**src/rtl/dcrf_pkg.sv**
```systemverilog
// Shared types and constants for the drift-corrected resampling FIFO.
`default_nettype none
package dcrf_pkg;

  // Fractional bits of the phase and of the ratio.
  localparam int unsigned PhaseBits = 26;

  // Reset value of the nominal ratio (1.0 in Q6.26).
  localparam logic [31:0] NominalReset = 32'd67108864;

  // Configuration register indexes.
  localparam logic [1:0] CfgNominal = 2'd0;
  localparam logic [1:0] CfgChannels = 2'd1;

  // Input item kinds.
  localparam logic KindPush = 1'b0;
  localparam logic KindDrain = 1'b1;

  // Sequencer states.
  typedef enum logic [3:0] {
    StIdle,
    StPushOut,
    StRatio,
    StFrRead,
    StFrMul,
    StFrAdd,
    StEmFetch,
    StEmSend
  } state_e;

endpackage
`default_nettype wire

```
**src/rtl/dcrf_lane.sv**
```systemverilog
// One channel lane: linear interpolation between two adjacent samples.
`default_nettype none
module dcrf_lane #(
  parameter int unsigned SampleBits = 24
) (
  input  wire logic                                clk_i,
  input  wire logic                                en_i,
  input  wire logic signed [SampleBits-1:0]        a_i,
  input  wire logic signed [SampleBits-1:0]        b_i,
  input  wire logic [dcrf_pkg::PhaseBits-1:0]      phase_i,
  output logic signed [SampleBits-1:0]             result_o
);

  localparam int unsigned PB = dcrf_pkg::PhaseBits;
  localparam int unsigned ProdBits = SampleBits + 1 + PB + 1;

  logic signed [SampleBits:0]     diff;
  logic signed [ProdBits-1:0]     prod_q;
  logic signed [SampleBits-1:0]   a_q;
  logic signed [ProdBits-1:0]     rounded;
  logic signed [ProdBits-1:0]     shifted;

  assign diff = SampleBits'(b_i) - SampleBits'(a_i) == 0 ? '0 :
                $signed({b_i[SampleBits-1], b_i}) - $signed({a_i[SampleBits-1], a_i});

  // Product of the difference and the phase, registered.
  always_ff @(posedge clk_i) begin
    if (en_i) begin
      prod_q <= ProdBits'(diff) * ProdBits'($signed({1'b0, phase_i}));
      a_q <= a_i;
    end
  end

  // Round half up, floor toward minus infinity, then add the base sample.
  assign rounded = prod_q + (ProdBits'(1) <<< (PB - 1));
  assign shifted = rounded >>> PB;
  assign result_o = SampleBits'(a_q + SampleBits'(shifted));

endmodule
`default_nettype wire

```
**config.mk**
```make
export PLATFORM = sky130hd
export DESIGN_NAME = dcrf_lane
export DESIGN_NICKNAME = d
export VERILOG_FILES = /design/src/rtl/dcrf_pkg.sv /design/src/rtl/dcrf_lane.sv
export SDC_FILE = /design/constraint.sdc
export NUM_CORES = 2
export LEC_CHECK = 0
export BUFFER_PORTS_ARGS = -buffer_cell sky130_fd_sc_hd__buf_2
export CELL_PAD_IN_SITES_DETAIL_PLACEMENT = 0
export CELL_PAD_IN_SITES_GLOBAL_PLACEMENT = 1
export CORE_ASPECT_RATIO = 1.75
export CORE_MARGIN = 3
export CORE_UTILIZATION = 51
export DETAILED_ROUTE_END_ITERATION = 8
export PLACE_DENSITY_LB_ADDON = 0.1
export SYNTH_ARGS = -nofsm -noshare
export SYNTH_HDL_FRONTEND = slang
export SYNTH_SLANG_ARGS = --single-unit
```
**constraint.sdc**
```tcl
create_clock -name clk_i -period 14.4 [get_ports clk_i]
set_clock_uncertainty 0.2 [all_clocks]
set_input_delay 3.6 -clock clk_i [delete_from_list [all_inputs] [get_ports clk_i]]
set_output_delay 3.6 -clock clk_i [all_outputs]
set_load 0.02 [all_outputs]
```
==> summary.md <==
| Metric | Value |
|---|---|
| Routability cong. | `0.903` |
| Number of global-route vias before repair | `approximately 25,000` |
| # Max-Cap Violations | `0` |
| Netlist cell types | `62` |
| Area contributors post-synth | `fa_1 41%, ha_1 11%, inv_1 9.0%` |
| Crit path time final | `between 10,000 and 15,000 ps` |
| CTS Sinks | `49` |
| Vias | `around 22,000` |
| Mean cell area of the mapped netlist | `around 8.5 um2` |
| Area growth syn-to-layout | `5.39%` |
| Drt total wl | `approximately 87,000 um` |
| Critical Path RT | `14,250 ps` |
| Synth Instances | `3,178` |
| Total gr overflow | `0` |
| Post-CTS setup repair buffer count | `0` |
| Initial Util | `between 50 and 60%` |
| Crit path top cell by count | `fa_1` |
| Core area | `52,400 um2` |
| Critical Path End Type | `flop` |
| Final antenna-violating net count | `0` |
| Post-CTS Hold Buffers | `0` |
| CP max stage delay | `920 ps` |
| Final setup TNS | `0 ps` |
| Buf+Inv Stages, Crit Path | `6` |
| WS Path Type | `input port to flop` |
| Largest net degree at the start of global routing | `55` |
| WL/cell | `about 23 um` |
| Die Footprint | `55,900 um2` |
| Die X | `about 180 um` |
| Worst Tran Pin Value | `1220 ps` |
| Syn Nets | `4,050` |
| Antenna violations before repair | `9` |
| Crit path max-delay family | `adder cells` |
| Startpoint Class | `input port` |
| Port Buffers | `99` |
| Count leader, synth | `inv_1` |
| Worst path slowest cell | `a211oi_1` |
| Main synth FF type | `edfxtp_1` |
| Rel. slew slack | `18.7%` |
| Die extent in y | `311 um` |
| Setup-failing EPs final | `0` |
| Detail Placement HPWL | `69,400 um` |
| Top-area cell type share of the netlist area | `40.7%` |
| CTS tree | `built` |
| Gr usage total | `a little under a third` |
| Netlist Area Pre-Place | `~27,000 um2` |
| Hold Fails Final Rpt | `0` |
| Status | `complete, no violations` |
| Clock Path Buffers | `2` |
| DRC errors left | `0` |
| Tcrit/Tclk final | `94.2%` |
| First-pass GRT wire length | `136,000 um` |
| Leading area contributor after synthesis | `fa_1` |
| Io pins | `100` |
| Root buf cell | `clkbuf_16` |
| Top post-synthesis cells by count | `652 x inv_1, 550 x fa_1, 407 x nand2_1` |
| Worst-path fanout max | `15` |
| Slew Limit Fails | `0` |
| Hold Path Class | `input port to flop` |
| Critical Path AT | `13,420 ps` |
| CTS resizes | `0` |
| Nets@finish | `4,026` |
| #FFs+latches synth | `49` |
| Async set-reset flop share out of synthesis | `0%` |
| Vias per cell | `5.82` |
| Warnings, synthesis | `0` |
| DRT iter0 DRCs | `about 1,500` |
| Num rows | `roughly 110` |
| Worst-path clk slew | `80 ps` |
| H-Tree Depth | `2` |
| RSZ-0062 raised after global routing | `no` |
| Layout cells sized above 1 | `6.81%` |
| Total CTS buffers | `5` |
| Fmax | `73.7 MHz` |
| Post-synth EDFFs | `between 40 and 50` |
| Sequential fraction of the synthesis area | `under 10%` |
| First-pass iteration count of the detailed router | `5` |
-- routing by layer --
metal	global-route usage, %	wire length [um]
met1	33.1	28300
met4	20.4	7500
met3	2.81	3970
met2	59.1	47400
met5	0	0
-- cells in the final DEF (no fill, tap or decap), types with 16 or more instances in the layout --
| cell type | instances |
|---|---|
| nor4_1 | 18 |
| nor3_1 | 50 |
| xnor2_1 | 45 |
| fa_1 | 550 |
| or2_2 | 18 |
| nor2b_1 | 87 |
| and3_1 | 34 |
| o211ai_1 | 19 |
| nand2_1 | 407 |
| nand3_1 | 87 |
| a21oi_1 | 81 |
| buf_4 | 62 |
| inv_1 | 652 |
| a31oi_1 | 22 |
| and2_1 | 237 |
| xor2_1 | 25 |
| a311oi_1 | 16 |
| buf_2 | 99 |
| nor2_1 | 70 |
| edfxtp_1 | 49 |
| a21o_1 | 28 |
| o21ai_0 | 57 |
| ha_1 | 246 |
| or3_1 | 21 |
-- area by class of cell --
type,instances,area [um2]
fillers,4982,23800
multi-input cells,2285,22600
inverters,652,2450
flip-flops and latches,49,1470
repair buffers,161,961
well taps,678,848
clock buffers,6,129
clock inverters,2,38.8
diodes,5,12.5
-- worst paths after layout --
path,start,to,slack [ps],cells after the start
max,b_i[0],prod_q[44],830,34
min,a_i[19],a_q[19],3290,1
-- logic make-up after synthesis --
| kind of cell | count (synthesis) | share of synthesized area, % |
|---|---|---|
| and+or+nand+nor | 1078 | 20.1 |
| buffers and inverters | 844 | 11.7 |
| adders and majority gates | 796 | 52.1 |
| AOI/OAI and AO/OA | 325 | 7.89 |
| xor gates and xnor gates | 86 | 2.78 |
| DFF | 49 | 5.44 |
-- flip-flops by register name, indices dropped and copies added (netlist names) --
register,flops
a_q,24
prod_q,25
-- per-stage QoR --
stage	instances	worst slack [ps]	utilization (%)	hold slack, ps	area (um2)
4_1_cts	3833	879	54.4	3280	28500
3_5_place_dp	3825	601	54.1	3590	28300
6_report	3838	830	54.5	3290	28500
3_3_place_gp	3825	720	54.1	3590	28300
5_1_grt	3836	344	54.4	3270	28500
2_1_floorplan	3178	2290	-	3500	27100
Power is not shown: default switching activity piles up to over one toggle a cycle in this logic, so the estimate is an artifact.
