<file path="src/rtl/dcrf_cdiv.sv">
// Division by a constant of the form 100 * 2^ShiftBits: a shift, then a reciprocal multiply.
`default_nettype none
module dcrf_cdiv #(
  parameter int unsigned DividendBits = 45,
  parameter int unsigned ShiftBits = 14
) (
  input  wire logic                    clk_i,
  input  wire logic                    en_i,
  input  wire logic [DividendBits-1:0] dividend_i,
  output logic [31:0]                  quotient_o
);

  // floor(x / 100) equals (x * Recip100) >> 37 for every 32-bit x.
  localparam logic [31:0] Recip100 = 32'h51EB_851F;

  logic [31:0] src;
  logic [63:0] prod_q;

  // Drop the power-of-two part of the divisor first.
  assign src = 32'(dividend_i[DividendBits-1:ShiftBits]);

  // Reciprocal product, registered.
  always_ff @(posedge clk_i) begin
    if (en_i) begin
      prod_q <= {32'd0, src} * {32'd0, Recip100};
    end
  end

  assign quotient_o = {5'd0, prod_q[63:37]};

endmodule
`default_nettype wire

</file>
<file path="config.mk">
export PLATFORM = sky130hd
export DESIGN_NAME = dcrf_cdiv
export DESIGN_NICKNAME = d
export VERILOG_FILES = /design/src/rtl/dcrf_cdiv.sv
export SDC_FILE = /design/constraint.sdc
export NUM_CORES = 1
export LEC_CHECK = 0
export BUFFER_PORTS_ARGS = -buffer_cell sky130_fd_sc_hd__buf_2
export CORE_UTILIZATION = 38
export DETAILED_ROUTE_END_ITERATION = 10
export GPL_ROUTABILITY_DRIVEN = 0
export PLACE_DENSITY = 0.62
export SLEW_MARGIN = 20
export SYNTH_ARGS = -nofsm -noshare
export SYNTH_HDL_FRONTEND = slang
export SYNTH_SLANG_ARGS = --single-unit
</file>
<file path="constraint.sdc">
create_clock -name clk_i -period 9.3 [get_ports clk_i]
set_input_delay 0 -clock clk_i [delete_from_list [all_inputs] [get_ports clk_i]]
set_output_delay 0 -clock clk_i [all_outputs]
set_load 0.1 [all_outputs]
</file>
==> impl_metrics.json, run 1 <==
{
  "run_status": "finished, final reports clean",
  "antenna_violations_before_repair": 3,
  "initialDrtViolationCount": 633,
  "hold_class": "input port to flip-flop",
  "relSlewSlack_pct": 54.2,
  "synth_area_per_inst_um2": 10.2,
  "maxClockFrequency_mhz": 137,
  "post_cts.repair.setup_buffers": 0,
  "critPathArrivalTime_ns": 7.31,
  "largest_cells_by_area_after_synthesis": "sky130_fd_sc_hd__fa_1 43%, sky130_fd_sc_hd__ha_1 28%, sky130_fd_sc_hd__inv_1 13%",
  "crit_path_max_fanout": 11,
  "synth.top_cell.area_share_pct": 43.4,
  "route.top_layer_used": "met4",
  "synthDistinctLibCells": 57,
  "postSynthCellCount": 1687,
  "drt-wirelength-per-cell_um": 18.4,
  "antenna_violating_nets_post_route": 0,
  "setup-violations-final": 0,
  "grt_start_max_net_pins": 26,
  "post_drt_via_cell_ratio": 4.83,
  "cts_max_level": 1,
  "start_util_pct": 38.7,
  "slew_violations": 0,
  "layout.filler_cells": 4273,
  "largestRegisters": "prod_q (25)",
  "fp.coreArea_mm2": 0.0444,
  "drive_above_1_share_pct": 4.19,
  "synth-warning-count": 0,
  "placementRows": 77,
  "yosys_register_bits": 25,
  "synth.yosys.seq_area_share_pct": 4.37,
  "clk_root_buffer_cell": "sky130_fd_sc_hd__clkbuf_16",
  "maxCapViolCount": 0,
  "grt_util_all_layers_pct": 19.8,
  "largest_register_ff_count": 25,
  "start_kind": "input port",
  "grt_pass1_vias": 12900,
  "flow.area_growth_from_synthesis_pct": 6.19,
  "grt.overflow.total": 0,
  "post_cts.resized_instances": 0,
  "seq_area_um2": 751,
  "unrepaired_setup_endpoints_after_global_routing": "false",
  "drt-pass1-iter-count": 5,
  "inserted_clock_buffers": 3,
  "wl_met2_um": 21400,
  "post_cts_hold_buffer_count": 0,
  "register_with_the_most_flip_flops": "prod_q",
  "worstPathRequired_ns": 9.33,
  "post-route-drc-count": 0,
  "synth_edf_count": 25,
  "layout_worst_path_cycle_share_pct": 78.3,
  "timing.critical_path.to_type": "flip-flop",
  "die_w_um": 215,
  "setup.worst_path.class": "input port to flip-flop",
  "syn_area_mm2": 0.0172,
  "multiInputGateArea_mm2": 0.0141,
  "synth_largest_area_cell": "sky130_fd_sc_hd__fa_1",
  "finalHoldViolCount": 0,
  "detail_route.wirelength.met1_um": 18600,
  "placement.io_buffers": 57,
  "cts_num_sinks": 25,
  "cts.reportedPaths.clkPinSlew_ns": 0.07,
  "asyncSetResetFlopFracSynth_pct": 0,
  "die_h_um": 215,
  "met3_routed_wl_um": 2010,
  "via_count_of_the_routed_design": 11300,
  "design.portCount": 79,
  "wire_length_of_the_first_global_routing_pass_um": 70200,
  "max-clock-path-buffers": 2,
  "tritoncts": "done",
  "worst_slew_pin_slew_ns": 0.684,
  "detailedPlacementHpwl_um": 39000,
  "fin_tns_setup_ns": 0,
  "floorplan.die_area_mm2": 0.0461,
  "finalNetCount": 2549,
  "wirelength_um": 42900,
  "synth-main-ff-cell": "sky130_fd_sc_hd__edfxtp_1",
  "layout_min_cycle_time_ns": 7.28
}
==> metal layers <==
layer | vias to the layer above | GRT usage (%)
li1 | 5260 | -
met1 | 5721 | 26.8
met2 | 249 | 34.2
met3 | 45 | 1.74
met4 | 0 | 4.19
met5 | - | 0
==> stage by stage <==
| stage | setup WS [ns] | hold WS [ns] | cell area, um2 | util, % | std cells |
|---|---|---|---|---|---|
| after floorplan | 3.16 | 0.112 | 17200 | - | 1693 |
| after global placement | 1.78 | 0.550 | 18200 | 40.9 | 2329 |
| after detailed placement | 1.75 | 0.560 | 18200 | 40.9 | 2329 |
| after CTS | 2.01 | 0.278 | 18300 | 41.1 | 2333 |
| after global routing | 1.79 | 0.304 | 18300 | 41.1 | 2336 |
| final | 2.02 | 0.259 | 18300 | 41.1 | 2336 |
==> cell families after synthesis <==
kind of cell,after synthesis,synth area share [%]
fa+ha+maj,760,71.6
buf+inv,614,13.6
flops,25,4.37
other cells,1,0.0218
compound gates,147,5.72
simple gates,109,3.18
xor+xnor,31,1.58
==> cell usage in the layout (no fill, tap or decap), types with 4 or more instances in the layout <==
master	count
sky130_fd_sc_hd__inv_1	601
sky130_fd_sc_hd__ha_1	387
sky130_fd_sc_hd__fa_1	373
sky130_fd_sc_hd__buf_2	57
sky130_fd_sc_hd__a21oi_1	47
sky130_fd_sc_hd__nand2_1	30
sky130_fd_sc_hd__edfxtp_1	25
sky130_fd_sc_hd__xnor2_1	21
sky130_fd_sc_hd__o21ai_0	21
sky130_fd_sc_hd__nor2_1	21
sky130_fd_sc_hd__a21o_1	19
sky130_fd_sc_hd__nand4_1	14
sky130_fd_sc_hd__nand3_1	12
sky130_fd_sc_hd__xor2_1	10
sky130_fd_sc_hd__nor3_1	9
sky130_fd_sc_hd__o21bai_1	8
sky130_fd_sc_hd__o21ai_1	7
sky130_fd_sc_hd__conb_1	7
sky130_fd_sc_hd__o21a_1	6
sky130_fd_sc_hd__a211oi_1	5
sky130_fd_sc_hd__nor4_1	4
sky130_fd_sc_hd__a31oi_1	4
sky130_fd_sc_hd__o31ai_1	4
==> critical path, cell delays in order <==
cell and delay, ns:
sky130_fd_sc_hd__buf_2 0.29, sky130_fd_sc_hd__ha_1 0.40, sky130_fd_sc_hd__inv_1 0.10, sky130_fd_sc_hd__fa_1 0.52, sky130_fd_sc_hd__inv_1 0.05, sky130_fd_sc_hd__fa_1 0.50, sky130_fd_sc_hd__inv_1 0.05, sky130_fd_sc_hd__fa_1 0.53
sky130_fd_sc_hd__inv_1 0.05, sky130_fd_sc_hd__fa_1 0.49, sky130_fd_sc_hd__fa_1 0.46, sky130_fd_sc_hd__fa_1 0.51, sky130_fd_sc_hd__inv_1 0.06, sky130_fd_sc_hd__fa_1 0.48, sky130_fd_sc_hd__inv_1 0.07, sky130_fd_sc_hd__ha_1 0.33
sky130_fd_sc_hd__nand2_1 0.11, sky130_fd_sc_hd__or4_1 0.58, sky130_fd_sc_hd__or3_1 0.38, sky130_fd_sc_hd__o211ai_1 0.33, sky130_fd_sc_hd__nand3_1 0.26, sky130_fd_sc_hd__a31oi_1 0.40, sky130_fd_sc_hd__o22ai_1 0.19, sky130_fd_sc_hd__xnor2_1 0.15
==> cells in the mapped netlist (7+ instances only) <==
library cell / n
sky130_fd_sc_hd__a21o_1: 19
sky130_fd_sc_hd__a21oi_1: 47
sky130_fd_sc_hd__buf_4: 7
sky130_fd_sc_hd__edfxtp_1: 25
sky130_fd_sc_hd__fa_1: 373
sky130_fd_sc_hd__ha_1: 387
sky130_fd_sc_hd__inv_1: 601
sky130_fd_sc_hd__nand2_1: 30
sky130_fd_sc_hd__nand3_1: 12
sky130_fd_sc_hd__nand4_1: 14
sky130_fd_sc_hd__nor2_1: 21
sky130_fd_sc_hd__nor3_1: 9
sky130_fd_sc_hd__o21ai_0: 21
sky130_fd_sc_hd__o21ai_1: 7
sky130_fd_sc_hd__o21bai_1: 8
sky130_fd_sc_hd__xnor2_1: 21
sky130_fd_sc_hd__xor2_1: 10
==> cell type report <==
cell class                      count  area share [%]
Antenna cell                        3          0.0411
Clock buffer                        3           0.411
Clock inverter                      1          0.0480
Inverter                          601            12.4
Multi-Input combinational cell   1054            77.4
Sequential cell                    25            4.11
Tap cell                          592            4.06
Timing Repair Buffer               57            1.56
==> path summary, 6_finish.rpt <==
path	start	end	slack [ns]	cells past startpoint
max	dividend_i[23]	prod_q[59]	2.02	24
min	en_i	prod_q[45]	0.26	1
Power of run 1 is not shown: default switching activity piles up to over one toggle a cycle in this logic, so the estimate is an artifact.
==> run 2, diff against run 1 <==
- ABC_AREA: default -> 1
- PLACE_DENSITY: 0.62 -> 0.61
- clock period: 9.3 -> 7.34 ns (I/O delays scaled with it)
==> run 2 against run 1 <==
Compared with the run above:
- highest routed layer unchanged
- clock-buffer cell count unchanged
- worst setup slack got worse by 0.62 ns
- flip-flop and latch count did not move
- largest cell class unchanged
- cell area grew 13%
- first-iteration DRC count up 34%
- non-clock buffer count unchanged
- critical path depth is 4 higher
- die area grew 13%
==> impl_metrics.json, run 2 <==
{
  "run_status": "finished, final reports clean",
  "drt-pass1-iter-count": 5,
  "largest_cells_by_area_after_synthesis": "sky130_fd_sc_hd__fa_1 39%, sky130_fd_sc_hd__ha_1 25%, sky130_fd_sc_hd__inv_1 15%",
  "path_buf_inv": 9,
  "layout.filler_cells": 5130,
  "synth.yosys.seq_area_share_pct": 3.87,
  "setup.worst_path.class": "input port to flip-flop",
  "layout.core_utilization_pct": 40.9,
  "mostFrequentLayoutCells": "788 x sky130_fd_sc_hd__inv_1, 444 x sky130_fd_sc_hd__nand2_1, 387 x sky130_fd_sc_hd__ha_1",
  "die_h_um": 228,
  "placementRows": 82,
  "largest_register_ff_count": 25,
  "tritoncts": "done",
  "fp.coreArea_mm2": 0.0503,
  "post_drt_via_cell_ratio": 4.72,
  "layout.cells.most_common": "sky130_fd_sc_hd__inv_1",
  "antenna_violations_before_repair": 0,
  "register_with_the_most_flip_flops": "prod_q",
  "unrepaired_setup_endpoints_after_global_routing": "false",
  "post-route-drc-count": 0,
  "synth_edf_count": 25,
  "syn_area_mm2": 0.0194,
  "synth-warning-count": 0,
  "grt_start_max_net_pins": 26,
  "synthDistinctLibCells": 30,
  "wirelength_um": 53900,
  "largestRegisters": "prod_q (25)",
  "layout_min_cycle_time_ns": 5.94,
  "start_util_pct": 38.6,
  "setup-violations-final": 0,
  "holdWs_ns": 0.261,
  "post_cts.resized_instances": 0,
  "placement.io_buffers": 57,
  "yosys_register_bits": 25,
  "design.portCount": 79,
  "worstPathRequired_ns": 7.36,
  "path_delay_family": "adder cells",
  "crit_path_max_fanout": 8,
  "timing.critical_path.to_type": "flip-flop",
  "synth-main-ff-cell": "sky130_fd_sc_hd__edfxtp_1",
  "synth_largest_area_cell": "sky130_fd_sc_hd__fa_1",
  "finalNetCount": 3206,
  "critPathSlowestCell": "sky130_fd_sc_hd__fa_1",
  "post-synth-top-count-cell": "sky130_fd_sc_hd__inv_1",
  "via_count_of_the_routed_design": 14500,
  "inserted_clock_buffers": 3,
  "n_antenna_cell": 0,
  "drt-wirelength-per-cell_um": 17.6,
  "grt.overflow.total": 0,
  "cts_num_sinks": 25,
  "wire_length_of_the_first_global_routing_pass_um": 87900,
  "start_kind": "input port",
  "antenna_violating_nets_post_route": 0,
  "floorplan.die_area_mm2": 0.0519,
  "max-clock-path-buffers": 2,
  "clk_root_buffer_cell": "sky130_fd_sc_hd__clkbuf_16",
  "grt_util_all_layers_pct": 21.9,
  "synth.top_cell.area_share_pct": 38.5,
  "cts.reportedPaths.clkPinSlew_ns": 0.06,
  "maxCapViolCount": 0,
  "flow.area_growth_from_synthesis_pct": 6.07,
  "drive_above_1_share_pct": 4.71,
  "detailedPlacementHpwl_um": 49700,
  "layout_worst_path_cycle_share_pct": 80.9,
  "critPathArrivalTime_ns": 5.96,
  "synth_area_per_inst_um2": 8.29,
  "slew_violations": 0,
  "multiInputGateArea_mm2": 0.0156,
  "post_cts_hold_buffer_count": 0,
  "postSynthCellCount": 2338,
  "relSlewSlack_pct": 62.1,
  "cts_max_level": 1,
  "fin_tns_setup_ns": 0,
  "hold_class": "input port to flip-flop",
  "maxClockFrequency_mhz": 168,
  "slowest_delay_ns": 0.62,
  "initialDrtViolationCount": 849,
  "grt_pass1_vias": 15900,
  "asyncSetResetFlopFracSynth_pct": 0,
  "seq_area_um2": 751,
  "finalHoldViolCount": 0,
  "die_w_um": 228,
  "worst_path_most_repeated_cell": "sky130_fd_sc_hd__nand2_1",
  "post_synth_most_frequent_cells": "788 x sky130_fd_sc_hd__inv_1, 444 x sky130_fd_sc_hd__nand2_1, 387 x sky130_fd_sc_hd__ha_1, 373 x sky130_fd_sc_hd__fa_1, 85 x sky130_fd_sc_hd__nor2_1",
  "post_cts.repair.setup_buffers": 0,
  "worst_slew_pin_slew_ns": 0.569
}
[run 2: changes by cell type in the layout (fill, tap and decap cells not counted), moves of 7 or more]
| cell | before | now |
|---|---|---|
| sky130_fd_sc_hd__inv_2 | 0 | 17 |
| sky130_fd_sc_hd__inv_1 | 601 | 788 |
| sky130_fd_sc_hd__xnor2_1 | 21 | 4 |
| sky130_fd_sc_hd__o21bai_1 | 8 | 15 |
| sky130_fd_sc_hd__nor2_1 | 21 | 85 |
| sky130_fd_sc_hd__o21ai_1 | 7 | 0 |
| sky130_fd_sc_hd__a21oi_1 | 47 | 63 |
| sky130_fd_sc_hd__nand3_1 | 12 | 49 |
| sky130_fd_sc_hd__nor2_2 | 0 | 13 |
| sky130_fd_sc_hd__nand2_1 | 30 | 444 |
| sky130_fd_sc_hd__nor3_2 | 0 | 11 |
| sky130_fd_sc_hd__a21o_1 | 19 | 0 |
[run 2: path summary, 6_finish.rpt]
check                          start    endpoint  slack, ns  depth (start not counted)
worst max-delay path  dividend_i[18]  prod_q[55]       1.40                         28
worst min-delay path            en_i  prod_q[56]       0.26                          1
[run 2: area by class of cell]
| type | instances | share of cell area, % |
|---|---|---|
| Inverter | 805 | 14.7 |
| Multi-Input combinational cell | 1507 | 75.8 |
| Tap cell | 672 | 4.09 |
| Clock inverter | 1 | 0.0243 |
| Sequential cell | 25 | 3.65 |
| Timing Repair Buffer | 57 | 1.39 |
| Clock buffer | 3 | 0.365 |
[run 2: cells by family after synthesis]
family,Yosys count,share of synthesized area (%)
buffers and inverters,812,15.9
DFF,25,3.87
and+or+nand+nor,631,13.6
other,1,0.0193
adders and majority gates,760,63.5
xor gates and xnor gates,8,0.361
AOI/OAI and AO/OA,101,2.83
[run 2: routing by layer]
layer | share of wire, % | up-vias | GRT usage (%)
li1 | - | 6950 | -
met1 | 45 | 7110 | 29.7
met2 | 47 | 350 | 37.0
met3 | 4.8 | 71 | 2.36
met4 | 3.1 | 0 | 5.98
met5 | 0 | - | 0
[run 2: stage by stage]
step                      instance area [um2]  cells  setup slack, ns
after global routing                    20600   3070             1.09
after global placement                  20500   3066             1.15
after floorplan                         19400   2344             2.05
after CTS                               20600   3070             1.42
final                                   20600   3070             1.40
after detailed placement                20500   3066             1.17
Power of run 2 is left out for the same reason.
==> run 3, diff against run 2 <==
- PLACE_DENSITY: 0.61 -> 0.63
- clock period: 7.34 -> 5.2 ns (I/O delays scaled with it)
==> run 3 against run 2 <==
Compared with the run above:
- the flow now finishes with violations (negative setup slack)
- cell count up 8.3%
- first-iteration DRC count increased by 25%
- die area is the same
- wire length rose by 11%
- core utilization is 8.1 points higher
- flip-flop and latch count unchanged
- sequential share of layout area fell by 0.60 points
- cell area rose by 20%
- critical path type unchanged
==> impl_metrics.json, run 3 (same netlist as run 2, synthesis figures left out) <==
{
  "die_w_um": 228,
  "flow.area_growth_from_synthesis_pct": 27.0,
  "cts.reportedPaths.clkPinSlew_ns": 0.07,
  "maxClockFrequency_mhz": 185,
  "holdWs_ns": 0.309,
  "relSlewSlack_pct": 56.4,
  "globalRoute.busiestLayer": "met2",
  "grt.overflow.total": 0,
  "path_buf_inv": 7,
  "clk_root_buffer_cell": "sky130_fd_sc_hd__clkbuf_16",
  "drive_above_1_share_pct": 27.6,
  "finalHoldViolCount": 0,
  "tritoncts": "done",
  "gr-usage-met1_pct": 31.6,
  "path_delay_family": "adder cells",
  "start_util_pct": 38.6,
  "antenna_violating_nets_post_route": 0,
  "crit_path_max_fanout": 6,
  "maxCapViolCount": 0,
  "die_h_um": 228,
  "worstPathRequired_ns": 5.23,
  "placementRows": 82,
  "via_count_of_the_routed_design": 16000,
  "register_with_the_most_flip_flops": "prod_q",
  "initialDrtViolationCount": 1065,
  "fp.coreArea_mm2": 0.0503,
  "hold_class": "input port to flip-flop",
  "fin_area_mm2": 0.0246,
  "grt_start_max_net_pins": 26,
  "layout_setup_ws_ns": -0.215,
  "mostFrequentLayoutCells": "718 x sky130_fd_sc_hd__inv_1, 335 x sky130_fd_sc_hd__nand2_1, 330 x sky130_fd_sc_hd__fa_1",
  "fin_tns_setup_ns": -3.46,
  "drt-wirelength-per-cell_um": 18.0,
  "layout.core_utilization_pct": 49.0,
  "timing.critical_path.to_type": "flip-flop",
  "finalNetCount": 3461,
  "detailedPlacementHpwl_um": 53500,
  "start_kind": "input port",
  "grt_util_all_layers_pct": 23.6,
  "antenna_violations_before_repair": 0,
  "max-clock-path-buffers": 2,
  "critPathSlowestCell": "sky130_fd_sc_hd__fa_2",
  "cts_num_sinks": 25,
  "layout.cells.most_common": "sky130_fd_sc_hd__inv_1",
  "critPathArrivalTime_ns": 5.44,
  "failed_checks": "negative setup slack",
  "setup.worst_path.class": "input port to flip-flop",
  "layout_worst_path_cycle_share_pct": 104,
  "floorplan.die_area_mm2": 0.0519,
  "n_antenna_cell": 0,
  "inserted_clock_buffers": 3,
  "layout_min_cycle_time_ns": 5.41,
  "wirelength_um": 60000,
  "worst_slew_pin_slew_ns": 0.654,
  "detailed_place.area_mm2": 0.0223,
  "grt_pass1_vias": 17400,
  "worst_path_most_repeated_cell": "sky130_fd_sc_hd__fa_1",
  "post-route-drc-count": 0,
  "unrepaired_setup_endpoints_after_global_routing": "true",
  "cts_max_level": 1,
  "wire_length_of_the_first_global_routing_pass_um": 95200,
  "gr_met3_demand_resource_pct": 2.10,
  "placement.io_buffers": 57,
  "setup-violations-final": 25,
  "slew_violations": 0,
  "design.portCount": 79,
  "slowest_delay_ns": 0.65,
  "run_status": "finished with violations",
  "post_drt_via_cell_ratio": 4.80,
  "globalRouteMet2Util_pct": 39.5,
  "largest_register_ff_count": 25,
  "timing.critical_path.cells": "buf_12 > buf_6 > ha_4 > fa_1 > fa_1 > fa_2 > fa_2 > fa_1 > fa_1 > inv_2 > fa_1 > inv_2 > ha_4 > nand2_4 > nor2_4 > inv_2 > nor3_4 > buf_4 > buf_6 > nand3_4 > nand3_2 > nand2_2",
  "largestRegisters": "prod_q (25)",
  "drt-pass1-iter-count": 5
}
run 3: cell types whose count changed in the layout (fill, tap and decap cells not counted), sizes merged:
cell / before / now
buf: 57 / 310
clkbuf: 3 / 6
clkinv: 1 / 0
run 3: per-layer routing:
| metal | part of all wire (%) | vias up |
|---|---|---|
| met5 | 0 | - |
| met4 | 4.5 | 0 |
| met3 | 5.7 | 125 |
| met2 | 48 | 524 |
| met1 | 42 | 7832 |
| li1 | - | 7469 |
run 3: cell type report:
type | count | area, um2
clock buffers | 4 | 78.8
fillers | 4598 | 25700
inverters | 805 | 3030
multi-input cells | 1507 | 17400
flip-flops and latches | 25 | 751
well taps | 672 | 841
repair buffers | 312 | 2490
run 3: path summary, 6_finish.rpt:
check                       from         end  slack [ns]  cells past startpoint
setup / recovery  dividend_i[27]  prod_q[37]       -0.21                     22
hold / removal              en_i  prod_q[52]        0.31                      1
run 3: what timing repair did:
action,4_1_cts,5_1_grt
gates resized for setup,205,318
hold endpoints to repair,0,0
endpoints found under the setup margin,25,25
hold buffers,0,0
buffers inserted,9,12
pin swaps,66,170
run 3: stage by stage:
stage | std cells | worst slack (ns)
6_report | 3325 | -0.215
5_1_grt | 3325 | -0.391
4_1_cts | 3313 | -0.263
3_5_place_dp | 3300 | -0.783
3_3_place_gp | 3300 | -0.780
2_1_floorplan | 2344 | -0.00589
Power of run 3 is left out for the same reason.
